`config.mk`:
```
export PLATFORM = sky130hd
export DESIGN_NAME = voxel_rle_varint_decoder
export DESIGN_NICKNAME = d
export VERILOG_FILES = /design/src/hw/rtl/vrvd_pkg.sv /design/src/hw/rtl/vrvd_front.sv /design/src/hw/rtl/vrvd_fifo.sv /design/src/hw/rtl/voxel_rle_varint_decoder.sv
export VERILOG_INCLUDE_DIRS = /design/src /design/src/hw/rtl
export SDC_FILE = /design/constraint.sdc
export NUM_CORES = 2
export LEC_CHECK = 0
export ABC_AREA = 1
export BUFFER_PORTS_ARGS = -buffer_cell sky130_fd_sc_hd__buf_2
export CAP_MARGIN = 40
export CORE_AREA = 2 2 284 426
export CTS_BUF_LIST = sky130_fd_sc_hd__clkbuf_4 sky130_fd_sc_hd__clkbuf_8 sky130_fd_sc_hd__clkbuf_16
export CTS_CLUSTER_DIAMETER = 60
export CTS_CLUSTER_SIZE = 16
export DETAILED_ROUTE_END_ITERATION = 6
export DIE_AREA = 0 0 286 428
export PLACE_DENSITY_LB_ADDON = 0.2
export SYNTH_ARGS = -nofsm -noshare
export SYNTH_HDL_FRONTEND = slang
export SYNTH_SLANG_ARGS = --single-unit
```
`constraint.sdc`:
```
create_clock -name clk -period 30 [get_ports clk]
set_input_delay 1.5 -clock clk [delete_from_list [all_inputs] [get_ports clk]]
set_output_delay 1.5 -clock clk [all_outputs]
set_load 0.01 [all_outputs]
```
`src/hw/rtl/voxel_rle_varint_decoder_macros.svh`:
```
// Assertion macros used by the result queue of the voxel stream decoder RTL.
`ifndef VOXEL_RLE_VARINT_DECODER_MACROS_SVH
`define VOXEL_RLE_VARINT_DECODER_MACROS_SVH

// cond must never hold while out of reset
`define VRVD_ASSERT_NEVER(lbl, cond, msg) \
	lbl: assert property (@(posedge clk) disable iff (!arst_n) !(cond)) else $error(msg);

// ante at one edge implies cons at the next edge
`define VRVD_ASSERT_NEXT(lbl, ante, cons, msg) \
	lbl: assert property (@(posedge clk) disable iff (!arst_n) (ante) |=> (cons)) \
		else $error(msg);

`endif

```
`src/hw/rtl/vrvd_pkg.sv`:
```
// Types, codes and constants of the voxel stream decoder.
`default_nettype none
package vrvd_pkg;

	localparam int unsigned MAX_DIM      = 4096;
	localparam int unsigned MAX_PALETTE  = 256;
	localparam logic [38:0] MAX_VOXELS   = 39'd1073741824;
	localparam int unsigned FIFO_DEPTH   = 4;

	localparam logic [2:0] KIND_HEADER  = 3'd0;
	localparam logic [2:0] KIND_PALETTE = 3'd1;
	localparam logic [2:0] KIND_RUN     = 3'd2;
	localparam logic [2:0] KIND_DONE    = 3'd3;
	localparam logic [2:0] KIND_ERROR   = 3'd4;

	localparam logic [2:0] ERR_MAGIC      = 3'd0;
	localparam logic [2:0] ERR_TRUNC_HDR  = 3'd1;
	localparam logic [2:0] ERR_SIZE       = 3'd2;
	localparam logic [2:0] ERR_PALETTE    = 3'd3;
	localparam logic [2:0] ERR_TRUNC_RUNS = 3'd4;
	localparam logic [2:0] ERR_RUN        = 3'd5;
	localparam logic [2:0] ERR_INDEX      = 3'd6;
	localparam logic [2:0] ERR_TRAILING   = 3'd7;

	typedef enum logic [3:0] {
		PH_MAGIC, PH_VX, PH_VY, PH_VZ, PH_VP, PH_PAL, PH_RUNS, PH_DONE, PH_ERR
	} phase_t;

	typedef struct packed {
		logic [2:0]  error_code;
		logic [30:0] run_length;
		logic [7:0]  run_value;
		logic [31:0] palette_color;
		logic [7:0]  palette_index;
		logic [8:0]  palette_count;
		logic [12:0] size_z;
		logic [12:0] size_y;
		logic [12:0] size_x;
		logic        last_result;
		logic [2:0]  kind;
	} res_t;

	// "AVX1"
	function automatic logic [7:0] magic_byte(input logic [1:0] pos);
		logic [7:0] m;
		case (pos)
			2'd0:    m = 8'h41;
			2'd1:    m = 8'h56;
			2'd2:    m = 8'h58;
			default: m = 8'h31;
		endcase
		return m;
	endfunction

endpackage
`default_nettype wire

```
`src/hw/rtl/vrvd_front.sv`:
```
// Front end: accepts stream bytes, parses the format and forms result words.
`default_nettype none
module vrvd_front (
	input  wire               clk,
	input  wire               arst_n,
	input  wire               byte_valid,
	output logic              byte_ready,
	input  wire  [7:0]        in_byte,
	input  wire               last_byte,
	input  wire               room2,
	output logic [1:0]        push_n,
	output vrvd_pkg::res_t    res0,
	output vrvd_pkg::res_t    res1
);

	vrvd_pkg::phase_t phase_q, n_phase;
	logic [3:0]  bc_q, n_bc;
	logic [63:0] acc_q, n_acc;
	logic [12:0] dx_q, dy_q, dz_q, n_dx, n_dy, n_dz;
	logic [8:0]  etot_q, n_etot;
	logic [8:0]  ecnt_q, n_ecnt;
	logic [23:0] col_q, n_col;
	logic [30:0] vleft_q, n_vleft;
	logic        wait_q, n_wait;
	logic [25:0] xy_q;
	logic [38:0] xyz_q;

	logic        take;
	logic [63:0] vacc;
	logic [6:0]  shamt;
	logic        v_done, v_long;
	logic [55:0] len;
	vrvd_pkg::res_t r [2];
	logic [1:0]  n;

	assign byte_ready = room2 && !wait_q;
	assign take = byte_valid && byte_ready;
	assign shamt = 7'(bc_q) * 7'd7;
	assign vacc = acc_q | ({57'd0, in_byte[6:0]} << shamt);
	assign v_done = !in_byte[7];
	assign v_long = in_byte[7] && (bc_q >= 4'd9);
	assign len = vacc[63:8];

	function automatic logic [12:0] dim_or_zero(input logic [63:0] v);
		return (v != 64'd0 && v <= 64'(vrvd_pkg::MAX_DIM)) ? v[12:0] : 13'd0;
	endfunction

	function automatic vrvd_pkg::res_t mk(input logic [2:0] kind);
		vrvd_pkg::res_t t;
		t = '0;
		t.kind = kind;
		return t;
	endfunction

	function automatic vrvd_pkg::res_t mk_err(input logic [2:0] code);
		vrvd_pkg::res_t t;
		t = mk(vrvd_pkg::KIND_ERROR);
		t.error_code = code;
		return t;
	endfunction

	always_comb begin
		n_phase = phase_q;
		n_bc    = bc_q;
		n_acc   = acc_q;
		n_dx    = dx_q;
		n_dy    = dy_q;
		n_dz    = dz_q;
		n_etot  = etot_q;
		n_ecnt  = ecnt_q;
		n_col   = col_q;
		n_vleft = vleft_q;
		n_wait  = 1'b0;
		r[0]    = '0;
		r[1]    = '0;
		n       = 2'd0;
		case (phase_q)
			vrvd_pkg::PH_MAGIC: begin
				if (in_byte != vrvd_pkg::magic_byte(bc_q[1:0])) begin
					r[0] = mk_err(vrvd_pkg::ERR_MAGIC);
					n = 2'd1;
					n_phase = vrvd_pkg::PH_ERR;
				end else if (bc_q == 4'd3) begin
					n_bc = 4'd0;
					n_acc = '0;
					n_phase = vrvd_pkg::PH_VX;
				end else begin
					n_bc = bc_q + 4'd1;
				end
			end
			vrvd_pkg::PH_VX, vrvd_pkg::PH_VY, vrvd_pkg::PH_VZ, vrvd_pkg::PH_VP: begin
				n_acc = vacc;
				if (v_long) begin
					r[0] = mk_err(vrvd_pkg::ERR_TRUNC_HDR);
					n = 2'd1;
					n_phase = vrvd_pkg::PH_ERR;
				end else if (!v_done) begin
					n_bc = bc_q + 4'd1;
				end else begin
					n_bc = 4'd0;
					n_acc = '0;
					case (phase_q)
						vrvd_pkg::PH_VX: begin
							n_dx = dim_or_zero(vacc);
							n_phase = vrvd_pkg::PH_VY;
						end
						vrvd_pkg::PH_VY: begin
							n_dy = dim_or_zero(vacc);
							n_phase = vrvd_pkg::PH_VZ;
						end
						vrvd_pkg::PH_VZ: begin
							n_dz = dim_or_zero(vacc);
							n_phase = vrvd_pkg::PH_VP;
							// hold off the next byte until the product pipeline sees the new z
							n_wait = 1'b1;
						end
						default: begin
							n_etot = (vacc != 64'd0 && vacc <= 64'(vrvd_pkg::MAX_PALETTE))
								? vacc[8:0] : 9'd0;
							if (dx_q == '0 || dy_q == '0 || dz_q == '0
								|| xyz_q > vrvd_pkg::MAX_VOXELS) begin
								r[0] = mk_err(vrvd_pkg::ERR_SIZE);
								n = 2'd1;
								n_phase = vrvd_pkg::PH_ERR;
							end else if (n_etot == 9'd0) begin
								r[0] = mk_err(vrvd_pkg::ERR_PALETTE);
								n = 2'd1;
								n_phase = vrvd_pkg::PH_ERR;
							end else begin
								n_vleft = xyz_q[30:0];
								r[0] = mk(vrvd_pkg::KIND_HEADER);
								r[0].size_x = dx_q;
								r[0].size_y = dy_q;
								r[0].size_z = dz_q;
								r[0].palette_count = n_etot;
								n = 2'd1;
								n_ecnt = '0;
								n_col = '0;
								n_phase = vrvd_pkg::PH_PAL;
							end
						end
					endcase
				end
			end
			vrvd_pkg::PH_PAL: begin
				if (bc_q < 4'd3) begin
					n_col = col_q | (24'(in_byte) << {bc_q[1:0], 3'b000});
					n_bc = bc_q + 4'd1;
				end else begin
					r[0] = mk(vrvd_pkg::KIND_PALETTE);
					r[0].palette_index = ecnt_q[7:0];
					r[0].palette_color = {in_byte, col_q};
					n = 2'd1;
					n_bc = 4'd0;
					n_col = '0;
					n_ecnt = ecnt_q + 9'd1;
					if (n_ecnt >= etot_q) begin
						n_acc = '0;
						n_phase = vrvd_pkg::PH_RUNS;
					end
				end
			end
			vrvd_pkg::PH_RUNS: begin
				n_acc = vacc;
				if (v_long) begin
					r[0] = mk_err(vrvd_pkg::ERR_TRUNC_RUNS);
					n = 2'd1;
					n_phase = vrvd_pkg::PH_ERR;
				end else if (!v_done) begin
					n_bc = bc_q + 4'd1;
				end else begin
					n_bc = 4'd0;
					n_acc = '0;
					if (len == 56'd0 || len > {25'd0, vleft_q}) begin
						r[0] = mk_err(vrvd_pkg::ERR_RUN);
						n = 2'd1;
						n_phase = vrvd_pkg::PH_ERR;
					end else if ({1'b0, vacc[7:0]} >= etot_q) begin
						r[0] = mk_err(vrvd_pkg::ERR_INDEX);
						n = 2'd1;
						n_phase = vrvd_pkg::PH_ERR;
					end else begin
						r[0] = mk(vrvd_pkg::KIND_RUN);
						r[0].run_value = vacc[7:0];
						r[0].run_length = len[30:0];
						n = 2'd1;
						n_vleft = vleft_q - len[30:0];
						if (n_vleft == '0) begin
							n_phase = vrvd_pkg::PH_DONE;
						end
					end
				end
			end
			vrvd_pkg::PH_DONE: begin
				r[0] = mk_err(vrvd_pkg::ERR_TRAILING);
				n = 2'd1;
				n_phase = vrvd_pkg::PH_ERR;
			end
			default: begin
			end
		endcase

		if (last_byte) begin
			if (n_phase != vrvd_pkg::PH_ERR) begin
				r[n[0]] = (n_phase == vrvd_pkg::PH_DONE) ? mk(vrvd_pkg::KIND_DONE)
					: (n_phase == vrvd_pkg::PH_MAGIC) ? mk_err(vrvd_pkg::ERR_MAGIC)
					: (n_phase == vrvd_pkg::PH_PAL) ? mk_err(vrvd_pkg::ERR_PALETTE)
					: (n_phase == vrvd_pkg::PH_RUNS) ? mk_err(vrvd_pkg::ERR_TRUNC_RUNS)
					: mk_err(vrvd_pkg::ERR_TRUNC_HDR);
				n = n + 2'd1;
			end
			n_phase = vrvd_pkg::PH_MAGIC;
			n_bc    = '0;
			n_acc   = '0;
			n_dx    = '0;
			n_dy    = '0;
			n_dz    = '0;
			n_etot  = '0;
			n_ecnt  = '0;
			n_col   = '0;
			n_vleft = '0;
			n_wait  = 1'b0;
		end
		if (n == 2'd2) begin
			r[1].last_result = 1'b1;
		end else begin
			r[0].last_result = 1'b1;
		end
	end

	assign push_n = take ? n : 2'd0;
	assign res0 = r[0];
	assign res1 = r[1];

	always_ff @(posedge clk or negedge arst_n) begin
		if (!arst_n) begin
			phase_q <= vrvd_pkg::PH_MAGIC;
			bc_q    <= '0;
			acc_q   <= '0;
			dx_q    <= '0;
			dy_q    <= '0;
			dz_q    <= '0;
			etot_q  <= '0;
			ecnt_q  <= '0;
			col_q   <= '0;
			vleft_q <= '0;
			wait_q  <= 1'b0;
		end else begin
			wait_q <= 1'b0;
			if (take) begin
				phase_q <= n_phase;
				bc_q    <= n_bc;
				acc_q   <= n_acc;
				dx_q    <= n_dx;
				dy_q    <= n_dy;
				dz_q    <= n_dz;
				etot_q  <= n_etot;
				ecnt_q  <= n_ecnt;
				col_q   <= n_col;
				vleft_q <= n_vleft;
				wait_q  <= n_wait;
			end
		end
	end

	// size product, one multiply per stage
	always_ff @(posedge clk) begin
		xy_q  <= 26'(dx_q) * 26'(dy_q);
		xyz_q <= 39'(xy_q) * 39'(dz_q);
	end

endmodule
`default_nettype wire

```
`src/hw/rtl/vrvd_fifo.sv`:
```
// Result queue between parser and output: up to two writes, one read per cycle.
`default_nettype none
`include "voxel_rle_varint_decoder_macros.svh"
module vrvd_fifo #(
	parameter int unsigned DEPTH = vrvd_pkg::FIFO_DEPTH
) (
	input  wire            clk,
	input  wire            arst_n,
	input  wire  [1:0]     push_n,
	input  vrvd_pkg::res_t wr0,
	input  vrvd_pkg::res_t wr1,
	output logic           room2,
	output logic           rd_valid,
	input  wire            rd_ready,
	output vrvd_pkg::res_t rd_data
);

	localparam int unsigned PW = (DEPTH > 1) ? $clog2(DEPTH) : 1;
	localparam int unsigned CW = $clog2(DEPTH + 1);

	vrvd_pkg::res_t mem_q [DEPTH];
	logic [PW-1:0] wr_q, rd_q, wr_p1;
	logic [CW-1:0] cnt_q;
	logic          pop;

	function automatic logic [PW-1:0] inc(input logic [PW-1:0] p);
		return (p == PW'(DEPTH - 1)) ? '0 : p + PW'(1);
	endfunction

	assign wr_p1    = inc(wr_q);
	assign rd_valid = cnt_q != '0;
	assign pop      = rd_valid && rd_ready;
	assign rd_data  = mem_q[rd_q];
	assign room2    = cnt_q <= CW'(DEPTH - 2);

	always_ff @(posedge clk) begin
		if (push_n != 2'd0) begin
			mem_q[wr_q] <= wr0;
		end
		if (push_n == 2'd2) begin
			mem_q[wr_p1] <= wr1;
		end
	end

	always_ff @(posedge clk or negedge arst_n) begin
		if (!arst_n) begin
			wr_q  <= '0;
			rd_q  <= '0;
			cnt_q <= '0;
		end else begin
			if (push_n == 2'd1) begin
				wr_q <= wr_p1;
			end else if (push_n == 2'd2) begin
				wr_q <= inc(wr_p1);
			end
			if (pop) begin
				rd_q <= inc(rd_q);
			end
			cnt_q <= cnt_q + CW'(push_n) - CW'(pop);
		end
	end

	`VRVD_ASSERT_NEVER(a_no_overflow, cnt_q > CW'(DEPTH), "result queue overflow")
	`VRVD_ASSERT_NEVER(a_push_room, (push_n != 2'd0) && !room2, "push without room")
	`VRVD_ASSERT_NEXT(a_pop_count, pop && (push_n == 2'd0), cnt_q == $past(cnt_q) - CW'(1),
		"count did not drop on pop")

endmodule
`default_nettype wire

```
`src/hw/rtl/voxel_rle_varint_decoder.sv`:
```
// Voxel stream decoder top level: parser front end and result queue.
// Takes one stream byte per cycle; the only stall inside comes after
// the z size varint completes, while the registered x*y*z multiply settles.
// Each byte gives zero to two result words, queued in a small FIFO; a byte is
// taken only while two queue slots are free, so a slow output side stalls the
// input. Results are registered in the queue when their byte is taken.
`default_nettype none
module voxel_rle_varint_decoder #(
	parameter int unsigned FIFO_DEPTH = vrvd_pkg::FIFO_DEPTH
) (
	input  wire          clk,
	input  wire          arst_n,
	input  wire          s_axis_tvalid,
	output logic         s_axis_tready,
	input  wire  [7:0]   s_axis_tdata,   // in_byte
	input  wire          s_axis_tlast,   // last_byte
	output logic         m_axis_tvalid,
	input  wire          m_axis_tready,
	// size_x, size_y, size_z, palette_count, palette_index, palette_color,
	// run_value, run_length, error_code, zero pad
	output logic [135:0] m_axis_tdata,
	output logic [2:0]   m_axis_tuser,   // kind
	output logic         m_axis_tlast    // last_result
);

	logic           room2;
	logic [1:0]     push_n;
	vrvd_pkg::res_t res0, res1, head;

	vrvd_front u_front (
		.clk        (clk),
		.arst_n     (arst_n),
		.byte_valid (s_axis_tvalid),
		.byte_ready (s_axis_tready),
		.in_byte    (s_axis_tdata),
		.last_byte  (s_axis_tlast),
		.room2      (room2),
		.push_n     (push_n),
		.res0       (res0),
		.res1       (res1)
	);

	vrvd_fifo #(.DEPTH(FIFO_DEPTH)) u_fifo (
		.clk      (clk),
		.arst_n   (arst_n),
		.push_n   (push_n),
		.wr0      (res0),
		.wr1      (res1),
		.room2    (room2),
		.rd_valid (m_axis_tvalid),
		.rd_ready (m_axis_tready),
		.rd_data  (head)
	);

	assign m_axis_tdata = {6'd0, head.error_code, head.run_length, head.run_value,
		head.palette_color, head.palette_index, head.palette_count,
		head.size_z, head.size_y, head.size_x};
	assign m_axis_tuser = head.kind;
	assign m_axis_tlast = head.last_result;

endmodule
`default_nettype wire

```
[After elaboration in Yosys (flattened, before gate mapping)]
Memory sizes are Yosys's and may differ from the RTL's.
Cells that the tools add are included.
Operators by class
  add/subtract/negate cells: 9
  $mul: 3
  $lt $le $gt $ge: 11
  eq/ne operators: 38
  shifts and indexed selects: 2
  multiplexer cells: 131
  bitwise gates (word level): 3
  reductions and logical operators: 44
Operators by type and width (count)
  134-bit two-way mux: 13
  134-bit one-hot mux with 5 select lines: 1
  268-bit two-way mux: 2
  64-bit two-way mux: 7
  31-bit two-way mux: 10
  268-bit bitwise mux: 1
  13-bit two-way mux: 16
  64-bit one-hot mux with 3 select lines: 1
  24-bit two-way mux: 7
  134-bit demux with 1-bit select: 1
  133-bit two-way mux: 1
  9-bit two-way mux: 13
  92-bit two-way mux: 1
  4-bit two-way mux: 20
  64-bit by 13-bit <= comparator with 1-bit output (second input constant): 1
  64-bit by 9-bit <= comparator with 1-bit output (second input constant): 1
  64-bit OR: 1
  64-bit nonzero test: 1
  7-bit by 7-bit left shift with 64-bit output: 1
  31-bit one-hot mux with 2 select lines: 1
  56-bit by 31-bit > comparator with 1-bit output: 1
  56-bit zero test: 1
  24-bit one-hot mux with 2 select lines: 1
  39-bit by 31-bit > comparator with 1-bit output (second input constant): 1
  other kinds (59): 137
Storage, ports and cells
  register bits: 257
  bits in writable memories: 536
  input port bits: 13
  output and inout bits: 142
  memories: 1
Memories
  u_fifo.mem_q: words 4, bits a word 134, read ports 1, clocked after Yosys merged registers in 0, write ports 2, RTL line vrvd_fifo.sv:21  | vrvd_pkg::res_t mem_q [DEPTH];

[Logic depth before layout (Yosys ltp)]
  depth after elaboration: 22
  mapped depth: 42
  mapped depth without buffers: 40

[Cells and area by module]
From an unflattened synthesis, not the netlist that was laid out.
Second synthesis, totals
  cells, all modules: 7151
  area, all modules: 58442.3 um^2
By module, submodules not included
  vrvd_front: times used 1, cells each 4320, area each 31973.2 um^2, sequential area each 5930.7 um^2
  vrvd_fifo: times used 1, cells each 2824, area each 26420.3 um^2, sequential area each 16270.6 um^2
  voxel_rle_varint_decoder: times used 1, cells each 7, area each 48.8 um^2, sequential area each 0.0 um^2

[Worst setup path after synthesis]
Ideal clock, no wire load.
  path kind: input to register
  from: in s_axis_tdata[1]
  to: mem u_fifo.mem_q[2][0] (netlist name) (enable)
  arrival time: 14.237 ns
  setup slack: 14.951 ns
  cell stages on the path: 35
  path buffers: 0
  cells stage by stage: inv_1 nor2_1 a21oi_1 clkinv_1 ha_1 inv_1 fa_1 nand3_1 nand2_1 nand2_1 nand3_2 nand2_1 nand2_1 nand2_1 nand2_1 nand2_1 nand2_1 nand2_1 nand2_1 nand3_1 nor2_1 nand3_1 nand2_1 nand2_1 nand2_1 nand2_1 nand2_1 nand2_1 nand3_2 ha_1 nor2_1 a21oi_1 nand2_1 ha_1 o21ai_0
RTL lines
  start: declaration: RTL line voxel_rle_varint_decoder.sv:15  | input wire [7:0] s_axis_tdata,
  end: declaration: RTL line vrvd_fifo.sv:21

==> metrics <==
most used cell, CP=nand2_1; Hold Path Class=reg2reg; clock skew=0.0385 ns; Antenna Nets Post-Route=0; Worst-Skew Late Latency=0.67 ns; slowest stage cell, crit path=buf_4; Final Hold Vio Count=0; drt via density=5.45; crit path launch type=register; Synth Area in Simple Gates=17.5%; root buffer cell=clkbuf_16; Worst slew margin=37.5%; number of synthesized register bits=793; # DRC=0; critical path class=reg2reg; # fillers=11400; Mapped Area=53200 sq um; unrepaired setup endpoints after global routing=no; largest net degree at the start of global routing=117; # Post-CTS Setup Buffers=0; vias in the first global route=42700; part of the Yosys area used for sequential elements=41.8%; status=finished, final reports clean; VDD IR max=0.195 mV; Synth top area share=30.3%; largest family of logic cells by synthesized area=adder cells; Yosys cell types=57; initial core utilization=44.8%; Overflow after GRT=0; metal2 WL=87.5 mm; crit end category=register; power density over the cells=127 nW/um^2; non-filler cells in the finished layout=7573; # setup viols final=0; all-layer global routing usage=26.6%; final WL=162 mm; Pins Over Slew Limit=0; Routed wire per std cell=21.4 um; initial antenna violation count=1; Max Cap Viol=0; Fin Setup TNS=0 ns; end-of-flow core utilization=48.5%; row count=155; die width=286 um; EDFF count, synth=536; Crit path largest cell delay=0.70 ns; gpl congestion=0.947; Bufs on Longest Clock Path=3; die area=122000 sq um; 1st-pass router iterations=6; CTS tree=done; final worst path period need=8.39 ns; CP max FO=54; Synth Area in XOR/XNOR=1.40%; global-route wire length before repair=251 mm; via count=41300; DP Wirelength=115 mm; H-Tree Depth=3; core area=119000 sq um; design area=57600 sq um; post-synthesis adder-cell area fraction=20.5%; CP Data Arrival Time=8.68 ns; DP Area=55400 sq um; TritonCTS Buffers=67; fin nets=6602; worst path required time=30.29 ns; number of I/O port buffers=148; share of layout cells above drive strength 1=6.65%; DRT met1 WL=60.3 mm; clk sinks=793; area leader, netlist=edfxtp_1; Post-synth top cells=nand2_1, nor2_1, inv_1, edfxtp_1, o21ai_0; Hold-fix buffers, CTS=0; Top Ports=155; placed cell count=7452; # resized after CTS=0; final setup margin=21.61 ns; Synth-to-Final Area Change=8.34%; most frequent cell after synthesis=nand2_1; Yosys warning total=0; Syn Area/Cell=8.85 sq um; Cells after Synth=6006; initial DRC count=2987; area of the multi-input gates=26300 sq um; met3 wire len=6.27 mm; post-placement worst setup slack=21.05 ns; register clock-pin slew on the reported worst setup and hold paths=0.07 ns; Worst Tran Pin Value=0.937 ns; mux share of post-synthesis cell area=0.0565%; P_leak=0.0272 uW; post-synthesis compound-gate area fraction=9.89%; die height=428 um; Post-synth ARST share=24.2%; Top Layer Used=met4; fin crit share=28.0%; largest cells by area after synthesis=edfxtp_1, fa_1, dfrtp_1; Synth Flop Type=edfxtp_1; Storage cell area=22200 sq um; Max Clk Rate=119 MHz
-- state kept, by name, indices dropped and copies added (netlist names), 2 cells and up --
register	flops
u_fifo.rd_q	2
u_fifo.mem_q	536
u_fifo.wr_q	2
u_front.etot_q	9
u_front.vleft_q	31
u_front.bc_q	4
u_front.acc_q	64
u_front.phase_q	4
u_front.ecnt_q	9
u_fifo.cnt_q	3
u_front.dx_q	13
u_front.xy_q	26
u_front.dy_q	13
u_front.dz_q	13
u_front.col_q	24
u_front.xyz_q	39
-- final timing paths --
check | startpoint | depth (start not counted) | slack, ns | endpoint
worst min-delay path | u_front.etot_q[8]$_DFFE_PN0P_ | 2 | 0.49 | u_front.etot_q[8]$_DFFE_PN0P_
worst max register to register | u_front.bc_q[1]$_DFFE_PN0P_ | 40 | 21.61 | u_fifo.mem_q[2][121]$_SDFFCE_PP0P_
max in group asynchronous | arst_n | 4 | 27.21 | u_fifo.rd_q[0]$_DFFE_PN0P_
worst min register to register | u_front.etot_q[8]$_DFFE_PN0P_ | 2 | 0.49 | u_front.etot_q[8]$_DFFE_PN0P_
worst max-delay path | u_front.bc_q[1]$_DFFE_PN0P_ | 40 | 21.61 | u_fifo.mem_q[2][121]$_SDFFCE_PP0P_
min in group asynchronous | arst_n | 1 | 0.84 | u_front.vleft_q[11]$_DFFE_PN0P_
-- per-stage QoR --
| stage | hold WS (ns) | total power (uW) |
|---|---|---|
| after CTS | 0.494 | 7420 |
| after global placement | 0.473 | 6420 |
| after detailed placement | 0.477 | 6480 |
| after global routing | 0.504 | 7990 |
| after floorplan | 0.441 | 4920 |
| final | 0.493 | 7340 |
-- routing by layer --
metal,vias up,GRT usage [%]
li1,19100,-
met1,20700,30.4
met2,1118,49.6
met3,347,2.52
met4,0,12.0
met5,-,0
-- report_power, final --
part	switching (uW)	internal (uW)	total [uW]	leakage, uW
Combinational	3060	1630	4690	0.0181
Clock	427	490	917	0.00113
Sequential	243	1490	1730	0.00801
-- final cells by class --
class	count	share of cell area, %
diodes	2	0.00869
clock inverters	20	0.515
repair buffers	227	2.63
well taps	1570	3.41
inverters	890	5.84
multi-input cells	3972	45.7
flip-flops and latches	793	38.6
clock buffers	99	3.39
-- layout by cell type (no fill, tap or decap), types with 28 or more instances in the layout --
master,n
nand2_1,975
nor2_1,956
inv_1,874
edfxtp_1,536
o21ai_0,436
fa_1,387
ha_1,251
nand3_1,240
a21oi_1,216
dfrtp_1,190
buf_2,149
o22ai_1,139
clkbuf_16,69
buf_4,67
dfxtp_1,65
xor2_1,57
o21a_1,37
nand4_1,37
clkbuf_4,30
nor3_1,28
xnor2_1,28
-- logic make-up after synthesis --
group	count (synthesis)
simple gates	2297
xor+xnor	85
fa+ha+maj	638
compound gates	943
other cells	1
buf+inv	1246
flops	793
mux	3
-- critical path, delay by kind of cell, from the launching register on --
family	cells	cell delay, ns
flip-flops	1	0.69
AND/OR/NAND/NOR	28	3.87
adder cells (fa/ha/maj)	4	1.08
AO/OA/AOI/OAI	3	0.57
buffers and inverters	5	1.73
No activity file was read; power rests on OpenSTA's default activity.
